<file path="config.mk">
export PLATFORM = sky130hd
export DESIGN_NAME = bit_interleaved_pcm_packet_encoder_core
export DESIGN_NICKNAME = d
export VERILOG_FILES = /design/src/rtl/bipe_pkg.sv /design/src/rtl/bipe_front.sv /design/src/rtl/bipe_queue.sv /design/src/rtl/bipe_back.sv /design/src/rtl/bit_interleaved_pcm_packet_encoder_core.sv
export SDC_FILE = /design/constraint.sdc
export NUM_CORES = 1
export LEC_CHECK = 0
export ABC_CLOCK_PERIOD_IN_PS = 16800
export BUFFER_PORTS_ARGS = -buffer_cell sky130_fd_sc_hd__buf_2
export CAP_MARGIN = 20
export CORE_MARGIN = 8
export CORE_UTILIZATION = 55
export CTS_BUF_LIST = sky130_fd_sc_hd__clkbuf_8
export DETAILED_ROUTE_END_ITERATION = 10
export MAX_ROUTING_LAYER = met4
export PLACE_DENSITY_LB_ADDON = 0.15
export SYNTH_ARGS = -nofsm -noshare
export SYNTH_HDL_FRONTEND = slang
export SYNTH_SLANG_ARGS = --single-unit
</file>
<file path="constraint.sdc">
create_clock -name clk -period 16.8 [get_ports clk]
set_input_delay 0.84 -clock clk [delete_from_list [all_inputs] [get_ports clk]]
set_output_delay 0.84 -clock clk [all_outputs]
set_load 0.1 [all_outputs]
</file>
<file path="src/rtl/bipe_pkg.sv">
// Shared types and constants for the bit-interleaved PCM packet encoder.
// No dependencies.
`default_nettype none
package bipe_pkg;

	localparam int FRAMES_PER_PACKET = 10;
	localparam int AUDIO_WORDS       = 12;
	localparam int TRAILER_WORDS     = 8;
	localparam int RUN_WORDS         = AUDIO_WORDS + TRAILER_WORDS;
	localparam int CNT_W             = $clog2(RUN_WORDS);
	localparam int FRAME_W           = 4;
	localparam int QUEUE_DEPTH       = 2;
	localparam int QUEUE_AW          = $clog2(QUEUE_DEPTH);
	localparam int QUEUE_CW          = $clog2(QUEUE_DEPTH + 1);

	localparam logic [7:0] MIDI_IDLE = 8'hFD;
	localparam logic [7:0] SYNC_BYTE = 8'hFF;

	// one classified frame, as queued between front and back
	typedef struct packed {
		logic [47:0] lo_bits;   // {ch1, ch2}
		logic [47:0] hi_bits;   // {ch3, ch4}
		logic        closing;
		logic [7:0]  midi_sel;
	} job_t;

endpackage
`default_nettype wire

</file>
<file path="src/rtl/bipe_front.sv">
// Front end: accepts frames, tracks the frame count and classifies each frame.
// Depends on bipe_pkg.
`default_nettype none
module bipe_front (
	input  wire logic          clk,
	input  wire logic          arst_n,
	input  wire logic          in_valid,
	output logic               in_stall,
	input  wire logic [23:0]   ch1_sample,
	input  wire logic [23:0]   ch2_sample,
	input  wire logic [23:0]   ch3_sample,
	input  wire logic [23:0]   ch4_sample,
	input  wire logic          midi_present,
	input  wire logic [7:0]    midi_byte,
	input  wire logic          q_full,
	output logic               q_push,
	output bipe_pkg::job_t     q_job
);

	logic [bipe_pkg::FRAME_W-1:0] frame_index_q;
	logic                         closing;

	assign in_stall = q_full;
	assign q_push   = in_valid && !q_full;
	assign closing  = frame_index_q >= bipe_pkg::FRAME_W'(bipe_pkg::FRAMES_PER_PACKET - 1);

	always_comb begin
		q_job.lo_bits  = {ch1_sample, ch2_sample};
		q_job.hi_bits  = {ch3_sample, ch4_sample};
		q_job.closing  = closing;
		q_job.midi_sel = midi_present ? midi_byte : bipe_pkg::MIDI_IDLE;
	end

	always_ff @(posedge clk or negedge arst_n) begin
		if (!arst_n) begin
			frame_index_q <= '0;
		end else if (q_push) begin
			if (closing) begin
				frame_index_q <= '0;
			end else begin
				frame_index_q <= frame_index_q + 1'b1;
			end
		end
	end

endmodule
`default_nettype wire

</file>
<file path="src/rtl/bipe_queue.sv">
// Short job queue between front and back end.
// Depends on bipe_pkg.
`default_nettype none
module bipe_queue (
	input  wire logic           clk,
	input  wire logic           arst_n,
	input  wire logic           push,
	input  bipe_pkg::job_t      push_job,
	output logic                full,
	input  wire logic           pop,
	output logic                not_empty,
	output bipe_pkg::job_t      head_job
);

	bipe_pkg::job_t                 mem_q [bipe_pkg::QUEUE_DEPTH];
	logic [bipe_pkg::QUEUE_AW-1:0]  wr_ptr_q;
	logic [bipe_pkg::QUEUE_AW-1:0]  rd_ptr_q;
	logic [bipe_pkg::QUEUE_CW-1:0]  count_q;

	assign full      = count_q == bipe_pkg::QUEUE_CW'(bipe_pkg::QUEUE_DEPTH);
	assign not_empty = count_q != '0;
	assign head_job  = mem_q[rd_ptr_q];

	always_ff @(posedge clk) begin
		if (push) begin
			mem_q[wr_ptr_q] <= push_job;
		end
	end

	always_ff @(posedge clk or negedge arst_n) begin
		if (!arst_n) begin
			wr_ptr_q <= '0;
			rd_ptr_q <= '0;
			count_q  <= '0;
		end else begin
			if (push) begin
				wr_ptr_q <= (wr_ptr_q == bipe_pkg::QUEUE_AW'(bipe_pkg::QUEUE_DEPTH - 1)) ?
					'0 : wr_ptr_q + 1'b1;
			end
			if (pop) begin
				rd_ptr_q <= (rd_ptr_q == bipe_pkg::QUEUE_AW'(bipe_pkg::QUEUE_DEPTH - 1)) ?
					'0 : rd_ptr_q + 1'b1;
			end
			unique case ({push, pop})
				2'b10:   count_q <= count_q + 1'b1;
				2'b01:   count_q <= count_q - 1'b1;
				default: count_q <= count_q;
			endcase
		end
	end

endmodule
`default_nettype wire

</file>
<file path="src/rtl/bipe_back.sv">
// Back end: serializes one job into audio words, plus trailer words for a closing job, one per cycle while not stalled.
// Depends on bipe_pkg.
`default_nettype none
module bipe_back (
	input  wire logic          clk,
	input  wire logic          arst_n,
	input  wire logic          q_not_empty,
	input  bipe_pkg::job_t     q_job,
	output logic               q_pop,
	output logic               out_valid,
	input  wire logic          out_stall,
	output logic [31:0]        data_word,
	output logic               last_of_run,
	output logic               packet_end
);

	logic [47:0]                lo_q;
	logic [47:0]                hi_q;
	logic                       closing_q;
	logic [7:0]                 midi_q;
	logic [bipe_pkg::CNT_W-1:0] cnt_q;
	logic                       busy_q;
	logic                       out_valid_q;
	logic [31:0]                word_q;
	logic                       last_q;
	logic                       pend_q;

	logic        adv;
	logic        in_audio;
	logic        final_word;
	logic [31:0] audio_word;
	logic [31:0] trailer_word;

	assign adv        = !out_valid_q || !out_stall;
	assign in_audio   = cnt_q < bipe_pkg::CNT_W'(bipe_pkg::AUDIO_WORDS);
	assign final_word = closing_q ? (cnt_q == bipe_pkg::CNT_W'(bipe_pkg::RUN_WORDS - 1))
	                              : (cnt_q == bipe_pkg::CNT_W'(bipe_pkg::AUDIO_WORDS - 1));
	assign q_pop      = adv && (!busy_q || final_word) && q_not_empty;

	always_comb begin
		for (int k = 0; k < 4; k++) begin
			audio_word[8*k +: 8] = {6'b0, hi_q[47-k], lo_q[47-k]};
		end
		trailer_word = (cnt_q == bipe_pkg::CNT_W'(bipe_pkg::AUDIO_WORDS)) ?
			{16'h0000, bipe_pkg::SYNC_BYTE, midi_q} : 32'h0;
	end

	always_ff @(posedge clk) begin
		if (q_pop) begin
			lo_q      <= q_job.lo_bits;
			hi_q      <= q_job.hi_bits;
			closing_q <= q_job.closing;
			midi_q    <= q_job.midi_sel;
		end else if (adv && busy_q && in_audio) begin
			lo_q <= {lo_q[43:0], 4'b0};
			hi_q <= {hi_q[43:0], 4'b0};
		end
		if (adv && busy_q) begin
			word_q <= in_audio ? audio_word : trailer_word;
			last_q <= final_word;
			pend_q <= final_word && closing_q;
		end
	end

	always_ff @(posedge clk or negedge arst_n) begin
		if (!arst_n) begin
			busy_q      <= 1'b0;
			cnt_q       <= '0;
			out_valid_q <= 1'b0;
		end else if (adv) begin
			out_valid_q <= busy_q;
			if (q_pop) begin
				busy_q <= 1'b1;
				cnt_q  <= '0;
			end else if (busy_q) begin
				if (final_word) begin
					busy_q <= 1'b0;
				end
				cnt_q <= cnt_q + 1'b1;
			end
		end
	end

	assign out_valid   = out_valid_q;
	assign data_word   = word_q;
	assign last_of_run = last_q;
	assign packet_end  = pend_q;

endmodule
`default_nettype wire

</file>
<file path="src/rtl/bit_interleaved_pcm_packet_encoder_core.sv">
// Top level of the bit-interleaved PCM packet encoder.
// Depends on bipe_pkg, bipe_front, bipe_queue and bipe_back.
//
// Each accepted frame of four 24-bit samples leaves as twelve 32-bit words of
// bit-interleaved bytes, little-endian, MSB first; every tenth frame is followed
// by eight trailer words (MIDI or idle byte, sync byte, zeros). The output word
// serializer emits one word per cycle while out_stall is low, and successive
// queued frames run without a gap. A two-entry frame queue lets new frames be
// taken while earlier words drain, and the output register holds a stalled word
// steady.
`default_nettype none
module bit_interleaved_pcm_packet_encoder_core (
	input  wire logic        clk,
	input  wire logic        arst_n,
	input  wire logic        in_valid,
	output logic             in_stall,
	input  wire logic [23:0] ch1_sample,
	input  wire logic [23:0] ch2_sample,
	input  wire logic [23:0] ch3_sample,
	input  wire logic [23:0] ch4_sample,
	input  wire logic        midi_present,
	input  wire logic [7:0]  midi_byte,
	output logic             out_valid,
	input  wire logic        out_stall,
	output logic [31:0]      data_word,
	output logic             last_of_run,
	output logic             packet_end
);

	logic           q_full;
	logic           q_push;
	logic           q_pop;
	logic           q_not_empty;
	bipe_pkg::job_t push_job;
	bipe_pkg::job_t head_job;

	bipe_front u_front (
		.clk          (clk),
		.arst_n       (arst_n),
		.in_valid     (in_valid),
		.in_stall     (in_stall),
		.ch1_sample   (ch1_sample),
		.ch2_sample   (ch2_sample),
		.ch3_sample   (ch3_sample),
		.ch4_sample   (ch4_sample),
		.midi_present (midi_present),
		.midi_byte    (midi_byte),
		.q_full       (q_full),
		.q_push       (q_push),
		.q_job        (push_job)
	);

	bipe_queue u_queue (
		.clk       (clk),
		.arst_n    (arst_n),
		.push      (q_push),
		.push_job  (push_job),
		.full      (q_full),
		.pop       (q_pop),
		.not_empty (q_not_empty),
		.head_job  (head_job)
	);

	bipe_back u_back (
		.clk         (clk),
		.arst_n      (arst_n),
		.q_not_empty (q_not_empty),
		.q_job       (head_job),
		.q_pop       (q_pop),
		.out_valid   (out_valid),
		.out_stall   (out_stall),
		.data_word   (data_word),
		.last_of_run (last_of_run),
		.packet_end  (packet_end)
	);

	a_pend_is_last: assert property (@(posedge clk) disable iff (!arst_n)
		out_valid && packet_end |-> last_of_run)
		else $error("packet_end without last_of_run");

	a_pend_zero: assert property (@(posedge clk) disable iff (!arst_n)
		out_valid && packet_end |-> data_word == 32'h0)
		else $error("final trailer word not zero");

	a_audio_last: assert property (@(posedge clk) disable iff (!arst_n)
		out_valid && last_of_run && !packet_end |-> (data_word & 32'hFCFC_FCFC) == 32'h0)
		else $error("audio word carries bits above lane bits");

	a_push_not_full: assert property (@(posedge clk) disable iff (!arst_n)
		q_full |-> !q_push)
		else $error("push into full queue");

endmodule
`default_nettype wire
</file>
### Word level (Yosys, flattened, before mapping)

Memory sizes are Yosys's and may differ from the RTL's.
Index checks and enable logic that the tools add are counted.

| storage, ports and cells | value |
|---|---|
| bits in registers | 154 |
| bits in latches | 0 |
| bits in writable memories | 210 |
| ROM bits | 0 |
| input port bits | 109 |
| output and inout port bits | 36 |
| logic and storage cells | 69 |
| memories | 1 |

Memories:

| name | depth | bits a word | rd ports | clocked after memory_dff | write ports | line | RTL |
|---|---|---|---|---|---|---|---|
| u_queue.mem_q | 2 | 105 | 1 | 0 | 1 | bipe_queue.sv:15 | `bipe_pkg::job_t mem_q [bipe_pkg::QUEUE_DEPTH];` |

| cells by class | value |
|---|---|
| $add $sub $neg | 6 |
| $mul | 0 |
| div/mod/pow operators | 0 |
| magnitude comparators | 2 |
| equal/unequal tests | 6 |
| shift-type cells | 0 |
| mux-type cells | 19 |
| bitwise gates (word level) | 1 |
| reduce and logical (&&, ||, !) cells | 18 |

Operators by type and width:

| cell | number |
|---|---|
| $mux W48 | 4 |
| $mux W26 | 1 |
| $mux W16 | 1 |
| $eq A5 B4 Y1 const B | 2 |
| $mux W5 | 2 |
| $mux W1 | 8 |
| $mux W8 | 1 |
| $reduce_bool A2 Y1 | 4 |
| $logic_and A1 B1 Y1 | 6 |
| $add A5 B1 Y5 const B | 1 |
| $eq A5 B5 Y1 const B | 1 |
| $lt A5 B4 Y1 const B | 1 |
| $add A4 B1 Y4 const B | 1 |
| $eq A2 B2 Y1 const B | 2 |
| $ge A4 B4 Y1 const B | 1 |
| $logic_not A1 Y1 | 4 |
| $mux W4 | 1 |
| $pmux W2 S2 | 1 |
| $add A1 B1 Y1 const B | 2 |
| $add A2 B1 Y2 const B | 1 |
| $eq A2 B1 Y1 const B | 1 |
| $logic_or A1 B1 Y1 | 2 |
| $reduce_and A2 Y1 | 1 |
| $reduce_or A2 Y1 | 1 |
| 2 further kinds | 2 |

### Logic depth before layout (Yosys ltp)

Gate-level depths: netlist (run 1).

| depth | value |
|---|---|
| depth after elaboration | 7 |
| depth in mapped cells | 11 |
| mapped depth without buffers | 9 |

### Cells and area by module

Synthesis (run 1) repeated with hierarchy kept, for this count alone.

| second synthesis, totals | value |
|---|---|
| cells, all modules | 787 |
| area, all modules | 14416.3 um2 |

By module, submodules not included:

| module | times used | cells an instance | area an instance (um2) | sequential area each (um2) |
|---|---|---|---|---|
| bipe_queue | 1 | 343 | 7922.6 | 6406.1 |
| bipe_back | 1 | 314 | 5446.5 | 3838.7 |
| bipe_front | 1 | 130 | 1047.3 | 100.1 |

### Worst setup path after synthesis (run 1)

OpenSTA, ideal clock, no wires.

| path | value |
|---|---|
| path kind | in2reg |
| start | input port in_valid |
| end | memory u_queue.mem_q[0][0] in the netlist's numbering (enable) |
| setup time | 0.570 ns |
| data arrival time | 5.633 ns |
| slack | 10.597 ns |
| cell stages on the path | 4 |
| cells stage by stage | and2_1 -> clkbuf_1 -> inv_1 -> nor2_1 |

| on the way | value |
|---|---|
| cells in the longest elaborated chain, start to end | 3 |

RTL lines:

| what | line | RTL |
|---|---|---|
| start: declaration | bit_interleaved_pcm_packet_encoder_core.sv:15 | `input wire logic in_valid,` |
| $logic_and A1 B1 Y1 | bipe_front.sv:24 | `assign q_push = in_valid && !q_full;` |
| $mux W1 | bipe_queue.sv:25 | `if (push) begin` |
| $mux W1 (implied by the code) | bipe_queue.sv:26 | `mem_q[wr_ptr_q] <= push_job;` |
| end: declaration | bipe_queue.sv:15 |  |

Every way passes these cells.

### Worst setup path after layout (run 1)

| path | value |
|---|---|
| start | register u_back.cnt_q[3] in the netlist's numbering |
| end | register u_back.lo_q[1] (enable) |

| on the way | value |
|---|---|
| cells in the longest elaborated chain, start to end | 6 |
| elaborated cells between the ends (all ways) | 9 |
| those cells by class | order compare (1); eq/ne (2); mux (1); reduce/logical (5) |

RTL lines:

| what | line | RTL |
|---|---|---|
| start: declaration | bipe_back.sv:21 | `logic [bipe_pkg::CNT_W-1:0] cnt_q;` |
| start signal: assignment | bipe_back.sv:79 | `cnt_q <= cnt_q + 1'b1;` |
| $eq A5 B4 Y1 / $eq A5 B5 Y1 (equally long branches) | bipe_back.sv:37, bipe_back.sv:36 |  |
| $mux W1 * | bipe_back.sv:36 | `assign final_word = closing_q ? (cnt_q == bipe_pkg::CNT_W'(bipe_pkg::RUN_WORDS - 1))` |
| named net u_back.final_word | bipe_back.sv:30 | `logic final_word;` |
| $logic_or A1 B1 Y1 * | bipe_back.sv:38 | `assign q_pop = adv && (!busy_q \|\| final_word) && q_not_empty;` |
| $logic_and A1 B1 Y1 * (2 in a row) | bipe_back.sv:38 |  |
| $reduce_bool A2 Y1 (no line) * | n/a |  |
| end signal: assignment | bipe_back.sv:50 | `lo_q <= q_job.lo_bits;` |
| end signal: assignment | bipe_back.sv:55 | `lo_q <= {lo_q[43:0], 4'b0};` |
| end: declaration | bipe_back.sv:17 | `logic [47:0] lo_q;` |

The timed path passes the listed nets; every way through them passes the cells marked *.
A chain may end at the register's enable or synchronous reset.

==> impl_metrics.yaml, run 1 <==
detailed_routing:
  num_vias: 6292
  routed_via_density: 5.17
  drc: 0
  dr.pass1.iters: 4
  totalWireLength_um: 22900
  ant_nets: 0
  drt-initial-drc-count: 386
  wire_per_inst_um: 18.8
global_routing:
  overflow: 0
  grt_max_degree: 80
  grt_antenna_before_repair: 0
  grt_pass1_vias: 6886
  grt_pass1_wl_um: 35900
  grtUsageTotal_pct: 15.1
placed_design:
  dpl_cell_area_um2: 14600
  dpl.hpwl_um: 14000
  place_congestion: 0.702
  place_inst: 1119
  portBuffers: 132
worst_hold_path:
  hp-class: "primary input to asynchronous set/reset pin"
cts:
  cts.path.max_buffers: 3
  cts_resized: 0
  cts_sinks: 347
  cts_tree: "built"
  h-tree-depth: 2
  ctsHoldBuffers: 0
  root_buffer: "clkbuf_8"
  post_cts_buffers: 0
  numCtsBuffers: 53
  path_clk_slew_ns: 0.06
  insertion_delay_ns: 0.56
floorplanning:
  die_height_um: 175
  die_x_um: 175
  dieArea_um2: 30500
  row_count: 58
  start_util_pct: 55.4
  core_area_um2: 25000
  io_pins: 145
power:
  finalPower_w: 0.00266
  ir_drop_uv: 108
  powerDensity_nw_per_um2: 169
  p_leak_nw: 5.83
layout:
  multi_input_area_um2: 3140
  stdcell_count: 1218
  area_delta_synth_final_pct: 13.5
  nets: 961
  num_antenna_cells: 0
  drive_gt1_share_pct: 44.9
  post-route-cell-area_um2: 15700
  ff_latch_area_um2: 10300
  nFillCells: 1763
timing:
  period_share_pct: 20.6
  setup_tns_ns: 0
  worstMarginPinSlew_ns: 0.958
  drv_slew: 0
  rsz0062_at_grt: "no"
  hold_viol: 0
  finalSetupViolations: 0
  max_freq_mhz: 289
  slew_headroom_pct: 36.1
  fin_crit_ns: 3.46
  fin_skew_ns: 0.0295
synth:
  synth_top_area_share_pct: 72.0
  synth_area_leaders: "edfxtp_1, mux2_2, mux2_4"
  yosysUniqueCellTypes: 43
  synth_ff_type: "edfxtp_1"
  yosysTopAreaCell: "edfxtp_1"
  avgSynthCellArea_um2: 20.2
  synth-edff-count: 332
  synthArstFlopShare_pct: 4.32
  ys_warn_count: 0
  synth_cells: 684
  syn_area_um2: 13800
  ys_seq_area_share_pct: 74.8
  ys_seq_elements: 347
worst_setup_path:
  crit_path_cell_trace: "or3b_4 -> a21oi_4 -> o21ai_4 -> inv_6 -> a21o_4 -> buf_4"
  crit_start: "u_back.cnt_q[3]$_DFFE_PN0P_"
  path_class: "flip-flop to flip-flop"
  cp_slowest_stage_delay_ns: 0.81
  endpoint_kind: "flip-flop"
  critPathMaxFanout: 73
  rr_startpoint: "u_back.cnt_q[3]$_DFFE_PN0P_"
  crit_slowest_cell: "buf_4"
  arrival_ns: 3.63
  start_kind: "flip-flop"
  required_ns: 16.97
job:
  cap_violations: 0
status:
  status: "finished clean"
-- stage by stage --
stage | worst slack, ns | utilization [%] | hold WS (ns)
2_1_floorplan | 10.60 | - | 0.456
3_5_place_dp | 12.93 | 58.6 | 0.487
6_report | 13.34 | 62.9 | 0.184
4_1_cts | 13.30 | 62.7 | 0.145
3_3_place_gp | 13.02 | 58.6 | 0.476
5_1_grt | 13.11 | 62.9 | 0.165
-- state kept, by name, indices dropped and copies added (netlist names) --
| signal | flops |
|---|---|
| u_back.midi_q | 8 |
| u_queue.wr_ptr_q | 1 |
| u_back.busy_q | 1 |
| u_back.cnt_q | 5 |
| u_queue.count_q | 2 |
| u_back.data_word | 15 |
| u_back.out_valid | 1 |
| u_back.hi_q | 48 |
| u_back.last_of_run | 1 |
| u_back.packet_end | 1 |
| u_back.lo_q | 48 |
| u_queue.rd_ptr_q | 1 |
| u_front.frame_index_q | 4 |
| u_back.closing_q | 1 |
| u_queue.mem_q | 210 |
-- cell usage in the layout, fill, tap and decap left out, types with 2 or more instances in the layout --
cell	Yosys	layout
inv_1	9	37
a22o_1	2	2
nand2_1	6	6
mux2_2	109	109
mux2_4	76	76
nand2b_1	9	9
clkinv_1	0	3
and2_1	14	14
a21o_1	5	4
conb_1	1	12
clkinv_2	0	2
xor2_1	3	3
mux2i_1	8	8
ha_1	6	6
dfrtp_1	15	14
buf_2	3	132
buf_4	18	5
a21oi_1	4	4
buf_16	0	2
nor2_1	14	13
edfxtp_1	332	332
o21ai_0	2	2
clkbuf_8	0	62
xnor2_1	4	4
-- cell families after synthesis --
| group | after synthesis | share of synthesized area [%] |
|---|---|---|
| adders and majority gates | 6 | 0.542 |
| AOI/OAI and AO/OA | 25 | 1.45 |
| DFF | 347 | 74.8 |
| buffers and inverters | 53 | 3.03 |
| and+or+nand+nor | 52 | 2.06 |
| xor gates and xnor gates | 7 | 0.443 |
| muxes | 193 | 17.7 |
| other | 1 | 0.0271 |
-- power breakdown --
part / total [W] / switching, W / internal [W]
registers: 0.00135 / 0.0000928 / 0.00126
clock network: 0.000648 / 0.000299 / 0.000349
logic: 0.000665 / 0.000375 / 0.000290
total: 0.00266 / 0.000767 / 0.00190
-- worst max-delay path: cells and delay by family (launching register included) --
kind	cells	cell delay, ns
DFF	1	0.42
and+or+nand+nor	1	0.41
AOI/OAI and AO/OA	3	0.80
buffers and inverters	2	1.35
-- area by class of cell --
class                           count  share of cell area, %
Timing Repair Buffer              139                   4.79
Clock inverter                     35                   1.04
Tap cell                          330                   2.63
Inverter                           10                  0.271
Clock buffer                       62                   5.43
Sequential cell                   347                   65.9
Multi-Input combinational cell    295                   20.0
-- final timing paths --
path	cells after the start	slack (ns)	end
worst max-delay path	6	13.34	u_back.lo_q[1]$_SDFFCE_PP0P_
worst min-delay path	1	0.18	u_back.cnt_q[1]$_DFFE_PN0P_
worst max register to register	6	13.34	u_back.lo_q[1]$_SDFFCE_PP0P_
worst min register to register	1	0.50	u_queue.count_q[1]$_DFFE_PN0P_
max in group asynchronous	1	16.32	u_queue.rd_ptr_q$_DFFE_PN0N_
min in group clk	1	0.46	u_queue.mem_q[0][12]$_DFFE_PP_
-- per-layer routing --
metal | wire length, µm | global-route usage [%] | vias up
li1 | - | - | 2951
met3 | 1190 | 3.91 | 39
met4 | 409 | 4.42 | 0
met5 | 0 | - | -
met2 | 11300 | 24.6 | 163
met1 | 9940 | 18.5 | 3139
-- synthesized netlist by cell type, types with 2 or more instances --
library cell  instances
buf_12                9
nor2_1               14
a21oi_1               4
dfrtp_1              15
buf_2                 3
buf_4                18
clkbuf_1             13
edfxtp_1            332
and2_1               14
ha_1                  6
xnor2_1               4
o21ai_0               2
nand2b_1              9
and3_1                2
nand2_1               6
a21o_1                5
mux2i_1               8
inv_1                 9
mux2_2              109
mux2_4               76
xor2_1                3
a22o_1                2
No activity file was read; power rests on OpenSTA's default activity.
==> run 2, diff against run 1 <==
ABC_CLOCK_PERIOD_IN_PS = 2800   (was 16800)
clock period = 2.8 ns   (was 16.8 ns; I/O delays follow)
==> run 2 against run 1 <==
Worst hold slack lost 0.14 ns. Routed wire length grew 6.3%. Non-clock buffer count grew 116. Via count grew 7.9%. Sequential share of layout area shrank 4.6 points. Fmax grew 36%. Total power grew to 6.1 times the previous value. Cell area grew 7.6%. Worst setup slack lost 13 ns. Sequential cell count is the same.
==> impl_metrics.yaml, run 2 (synthesis results as in run 1) <==
timing:
  period_share_pct: 91.0
  fin_skew_ns: 0.0147
  hold_viol: 0
  slew_headroom_pct: 58.5
  finalSetupViolations: 0
  fin_crit_ns: 2.55
  max_freq_mhz: 392
  worstMarginPinSlew_ns: 0.623
  rsz0062_at_grt: "no"
  drv_slew: 0
  setup_tns_ns: 0
power:
  powerDensity_nw_per_um2: 955
  ir_drop_uv: 732
  p_leak_nw: 6.30
status:
  status: "finished clean"
layout:
  largest_register: "u_queue.mem_q"
  reg.largest.list: "u_queue.mem_q (210), u_back.hi_q (48), u_back.lo_q (48)"
  drive_gt1_share_pct: 40.8
  largest_register_ffs: 210
  area_delta_synth_final_pct: 22.1
  post-route-cell-area_um2: 16900
  nets: 1078
  utilization_pct: 67.7
  final_common_cell: "edfxtp_1"
  final_cell_mix: "edfxtp_1, buf_2, mux2_2"
  stdcell_count: 1338
  num_antenna_cells: 0
cts:
  post_cts_buffers: 0
  insertion_delay_ns: 0.55
  numCtsBuffers: 54
  cts.path.max_buffers: 3
  cts_tree: "built"
  cts_resized: 0
  root_buffer: "clkbuf_8"
  h-tree-depth: 2
  cts_sinks: 347
  path_clk_slew_ns: 0.06
worst_hold_path:
  hp-class: "primary input to asynchronous set/reset pin"
detailed_routing:
  wire_per_inst_um: 18.2
  ant_nets: 0
  dr.pass1.iters: 4
  totalWireLength_um: 24300
  num_vias: 6789
  drt-initial-drc-count: 339
  drc: 0
  routed_via_density: 5.07
floorplanning:
  row_count: 58
  io_pins: 145
  die_height_um: 175
  core_area_um2: 25000
  die_x_um: 175
  start_util_pct: 55.4
  dieArea_um2: 30500
global_routing:
  grt_max_degree: 106
  grt_pass1_wl_um: 38900
  grt_pass1_vias: 7531
  grtUsageTotal_pct: 16.4
  grt_antenna_before_repair: 0
  overflow: 0
worst_setup_path:
  r2r_slack_ns: 0.25
  required_ns: 3.10
  start_kind: "flip-flop"
  rr_startpoint: "u_back.cnt_q[3]$_DFFE_PN0P_"
  arrival_ns: 2.85
  worst_r2r_path_depth: 6
  path_class: "flip-flop to flip-flop"
  reg2reg_to: "u_back.hi_q[27]$_DFFE_PP_"
  endpoint: "u_back.hi_q[27]$_DFFE_PP_"
  critPathMaxFanout: 32
  endpoint_kind: "flip-flop"
  crit_start: "u_back.cnt_q[3]$_DFFE_PN0P_"
placed_design:
  portBuffers: 132
  place_congestion: 0.741
  dpl.hpwl_um: 14500
  place_inst: 1129
  dpl_cell_area_um2: 14800
job:
  cap_violations: 0
## run 2: worst min-delay path by stage
stage	start	end	slack, ns	cells past startpoint
finish	arst_n	u_front.frame_index_q[1]$_DFFE_PN0P_	0.04	2
global route	arst_n	u_front.frame_index_q[1]$_DFFE_PN0P_	0.04	2
CTS	arst_n	u_queue.rd_ptr_q$_DFFE_PN0N_	0.008	2
detailed placement	arst_n	u_front.frame_index_q[1]$_DFFE_PN0P_	0.07	1
global placement	arst_n	u_front.frame_index_q[1]$_DFFE_PN0P_	0.07	1
floorplan	arst_n	u_back.busy_q$_DFFE_PN0N_	-0.16	0
## run 2: cell type report
type	count	area (µm²)
sequential	347	10300
tap	330	413
clock buffer	60	826
inverter	10	47.5
fill	1643	8070
clock inverter	41	161
multi-input combinational	295	3150
timing repair buffer	255	1950
## run 2: routing by layer
metal  track usage, %  vias up  part of all wire (%)  routed length, µm
met2             28.0      189                    52              12600
met4             5.44        0                   2.4                580
met1             19.0     3362                    41               9860
li1                 -     3192                     -                  -
met3             3.86       46                   5.1               1230
met5                -        -                     0                  0
## run 2: timing repair
action / in CTS / in global routing
hold buffers: 108 / 0
hold endpoints to repair: 225 / 0
endpoints found under the setup margin: 0 / 0
## run 2: power breakdown
part / switching [W] / leakage [nW] / total [W] / internal (W)
clock: 0.00180 / 0.581 / 0.00376 / 0.00196
sequential: 0.000515 / 3.29 / 0.00806 / 0.00754
combinational: 0.00237 / 2.43 / 0.00431 / 0.00194
## run 2: per-stage QoR
stage          setup slack [ns]  power (W)  hold WS (ns)
2_1_floorplan           0.00382     0.0113        -0.156
3_3_place_gp              0.346     0.0122        0.0674
3_5_place_dp              0.271     0.0124        0.0737
4_1_cts                   0.255     0.0163       0.00829
5_1_grt                   0.132     0.0169        0.0372
6_report                  0.251     0.0161        0.0409
## run 2: worst max-delay path, stage by stage (launching register included)
cell and delay (ns):
dfrtp_1 0.43, or3b_4 0.42, a21oi_4 0.26, o21ai_4 0.17
inv_6 0.32, buf_4 0.31, mux2_2 0.36
==> run 3, diff against run 2 <==
ABC_AREA = 1   (was not set)
PLACE_DENSITY = 0.91   (was not set)
PLACE_DENSITY_LB_ADDON = not set   (was 0.15)
==> run 3 against run 2 <==
Sequential power shrank 6.2%. Clock-buffer cell count shrank 3. Sequential share of layout area grew 1.7 points. Clock skew grew 0.014 ns. Core utilization grew 2.1 points. Register-to-register slack gained 0.41 ns. Cell count grew 12%. Global-route usage grew 3.0 points. Worst hold slack lost 0.0098 ns. Combinational power shrank 21%. Non-clock buffer count grew 7. First-iteration DRC count grew 80%. Largest power group unchanged.
==> impl_metrics.yaml, run 3 <==
detailed_routing:
  ant_nets: 0
  drt-initial-drc-count: 610
  wire_per_inst_um: 18.3
  routed_via_density: 5.19
  num_vias: 7762
  drc: 0
  totalWireLength_um: 27400
  dr.pass1.iters: 6
worst_setup_path:
  required_ns: 3.23
  path_class: "flip-flop to flip-flop"
  endpoint_kind: "flip-flop"
  r2r_slack_ns: 0.66
  start_kind: "flip-flop"
  critPathMaxFanout: 50
  arrival_ns: 2.57
layout:
  drive_gt1_share_pct: 20.0
  area_delta_synth_final_pct: 24.3
  post-route-cell-area_um2: 16400
  utilization_pct: 69.8
  largest_register: "u_queue.mem_q"
  reg.largest.list: "u_queue.mem_q (210), u_back.hi_q (48), u_back.lo_q (48)"
  final_cell_mix: "edfxtp_1, nand2_1, buf_2"
  nets: 1246
  largest_register_ffs: 210
  final_common_cell: "edfxtp_1"
job:
  cap_violations: 0
synth:
  avgSynthCellArea_um2: 15.5
  synth_top_area_share_pct: 75.4
  synth_ff_type: "edfxtp_1"
  synth.most_common_cell: "edfxtp_1"
  ys_seq_elements: 347
  synthArstFlopShare_pct: 4.32
  yosysUniqueCellTypes: 30
  yosysTopAreaCell: "edfxtp_1"
  synth_common_cells: "edfxtp_1, nand2_1, mux2i_1"
  syn_area_um2: 13200
  synth_cells: 853
  synth_area_leaders: "edfxtp_1, mux2i_1, nand2_1"
  synth-edff-count: 332
  ys_seq_area_share_pct: 78.2
  ys_warn_count: 0
timing:
  slew_headroom_pct: 52.0
  worstMarginPinSlew_ns: 0.715
  hold_viol: 0
  fin_hold_ws_ns: 0.0311
  fin_crit_ns: 2.14
  period_share_pct: 76.4
  finalSetupViolations: 0
  drv_slew: 0
  fin_ws_ns: 0.660
  fin_skew_ns: 0.0284
  rsz0062_at_grt: "no"
  max_freq_mhz: 467
floorplanning:
  start_util_pct: 56.2
  dieArea_um2: 29300
  core_area_um2: 23500
  die_x_um: 171
  io_pins: 145
  die_height_um: 171
  row_count: 56
power:
  ir_drop_uv: 667
  powerDensity_nw_per_um2: 906
  p_leak_nw: 6.39
  finalPower_w: 0.0149
cts:
  root_buffer: "clkbuf_8"
  cts_resized: 0
  insertion_delay_ns: 0.56
  numCtsBuffers: 54
  path_clk_slew_ns: 0.06
  post_cts_buffers: 0
  cts_tree: "built"
  h-tree-depth: 2
  cts_sinks: 347
  cts.path.max_buffers: 3
placed_design:
  pre_cts_ws_ns: 0.689
  place_congestion: 0.864
  portBuffers: 132
  dpl.hpwl_um: 15500
  dpl_cell_area_um2: 14300
worst_hold_path:
  hp-class: "primary input to asynchronous set/reset pin"
global_routing:
  grt_max_degree: 87
  grt_pass1_vias: 8150
  overflow: 0
  grtUsageTotal_pct: 19.5
  grt_pass1_wl_um: 42500
  grt_antenna_before_repair: 1
status:
  status: "finished clean"
-- run 3: final timing paths --
path,from,endpoint,depth (start not counted)
worst max register to register,u_back.cnt_q[0]$_DFFE_PN0P_,u_queue.count_q[1]$_DFFE_PN0P_,11
min in group clk,in_valid,u_queue.count_q[0]$_DFFE_PN0P_,5
worst max-delay path,u_back.cnt_q[0]$_DFFE_PN0P_,u_queue.count_q[1]$_DFFE_PN0P_,11
worst min register to register,u_queue.mem_q[0][1]$_DFFE_PP_,u_back.midi_q[1]$_DFFE_PN_,2
worst min-delay path,arst_n,u_back.busy_q$_DFFE_PN0N_,2
max in group asynchronous,arst_n,u_queue.rd_ptr_q$_DFFE_PN0N_,2
-- run 3: final cells by class --
class | count | area (µm²)
Timing Repair Buffer | 262 | 2060
Tap cell | 319 | 399
Fill cell | 1512 | 7110
Clock buffer | 57 | 785
Clock inverter | 44 | 226
Antenna cell | 1 | 2.50
Inverter | 41 | 156
Sequential cell | 347 | 10400
Multi-Input combinational cell | 425 | 2450
-- run 3: kinds of logic (layout without fill, tap and decap cells) --
| kind of cell | Yosys count | in the layout | synth area share [%] |
|---|---|---|---|
| other | 1 | 13 | 0.0284 |
| flip-flops | 347 | 347 | 78.2 |
| adder cells (fa/ha/maj) | 6 | 6 | 0.568 |
| buffers and inverters | 92 | 404 | 3.90 |
| XOR/XNOR | 3 | 3 | 0.199 |
| multiplexers | 88 | 88 | 6.66 |
| AND/OR/NAND/NOR | 207 | 207 | 6.20 |
| AO/OA/AOI/OAI | 109 | 109 | 4.22 |
-- run 3: layer usage --
layer | track usage [%] | routed length, µm
met4 | 5.94 | 637
met5 | - | 0
met1 | 21.0 | 10200
met2 | 35.7 | 14700
met3 | 3.73 | 1880
-- run 3: repair_timing --
item / CTS / global route
endpoints found under the hold margin: 225 / 0
hold buffers: 108 / 0
setup endpoints to repair: 0 / 0
-- run 3: power by group --
part	total (W)	internal, W	switching, W	leakage (nW)
sequential	0.00756	0.00713	0.000429	3.26
clock	0.00393	0.00206	0.00186	0.584
combinational	0.00341	0.00112	0.00229	2.55
total	0.0149	0.0103	0.00458	6.39
-- run 3: critical path: stages, from the launching register on --
cell     delay, ns
dfrtp_1       0.40
ha_1          0.24
inv_1         0.09
nor2_1        0.05
nand3_2       0.09
nand2_2       0.10
nand2_8       0.25
inv_1         0.11
ha_1          0.31
a21oi_1       0.12
o21ai_0       0.11
xor2_1        0.15
-- run 3: through the flow --
stage,TNS (ns),cells
finish,0,1496
global route,0,1496
CTS,0,1495
detailed placement,0,1286
global placement,0,1286
floorplan,-260.43,864
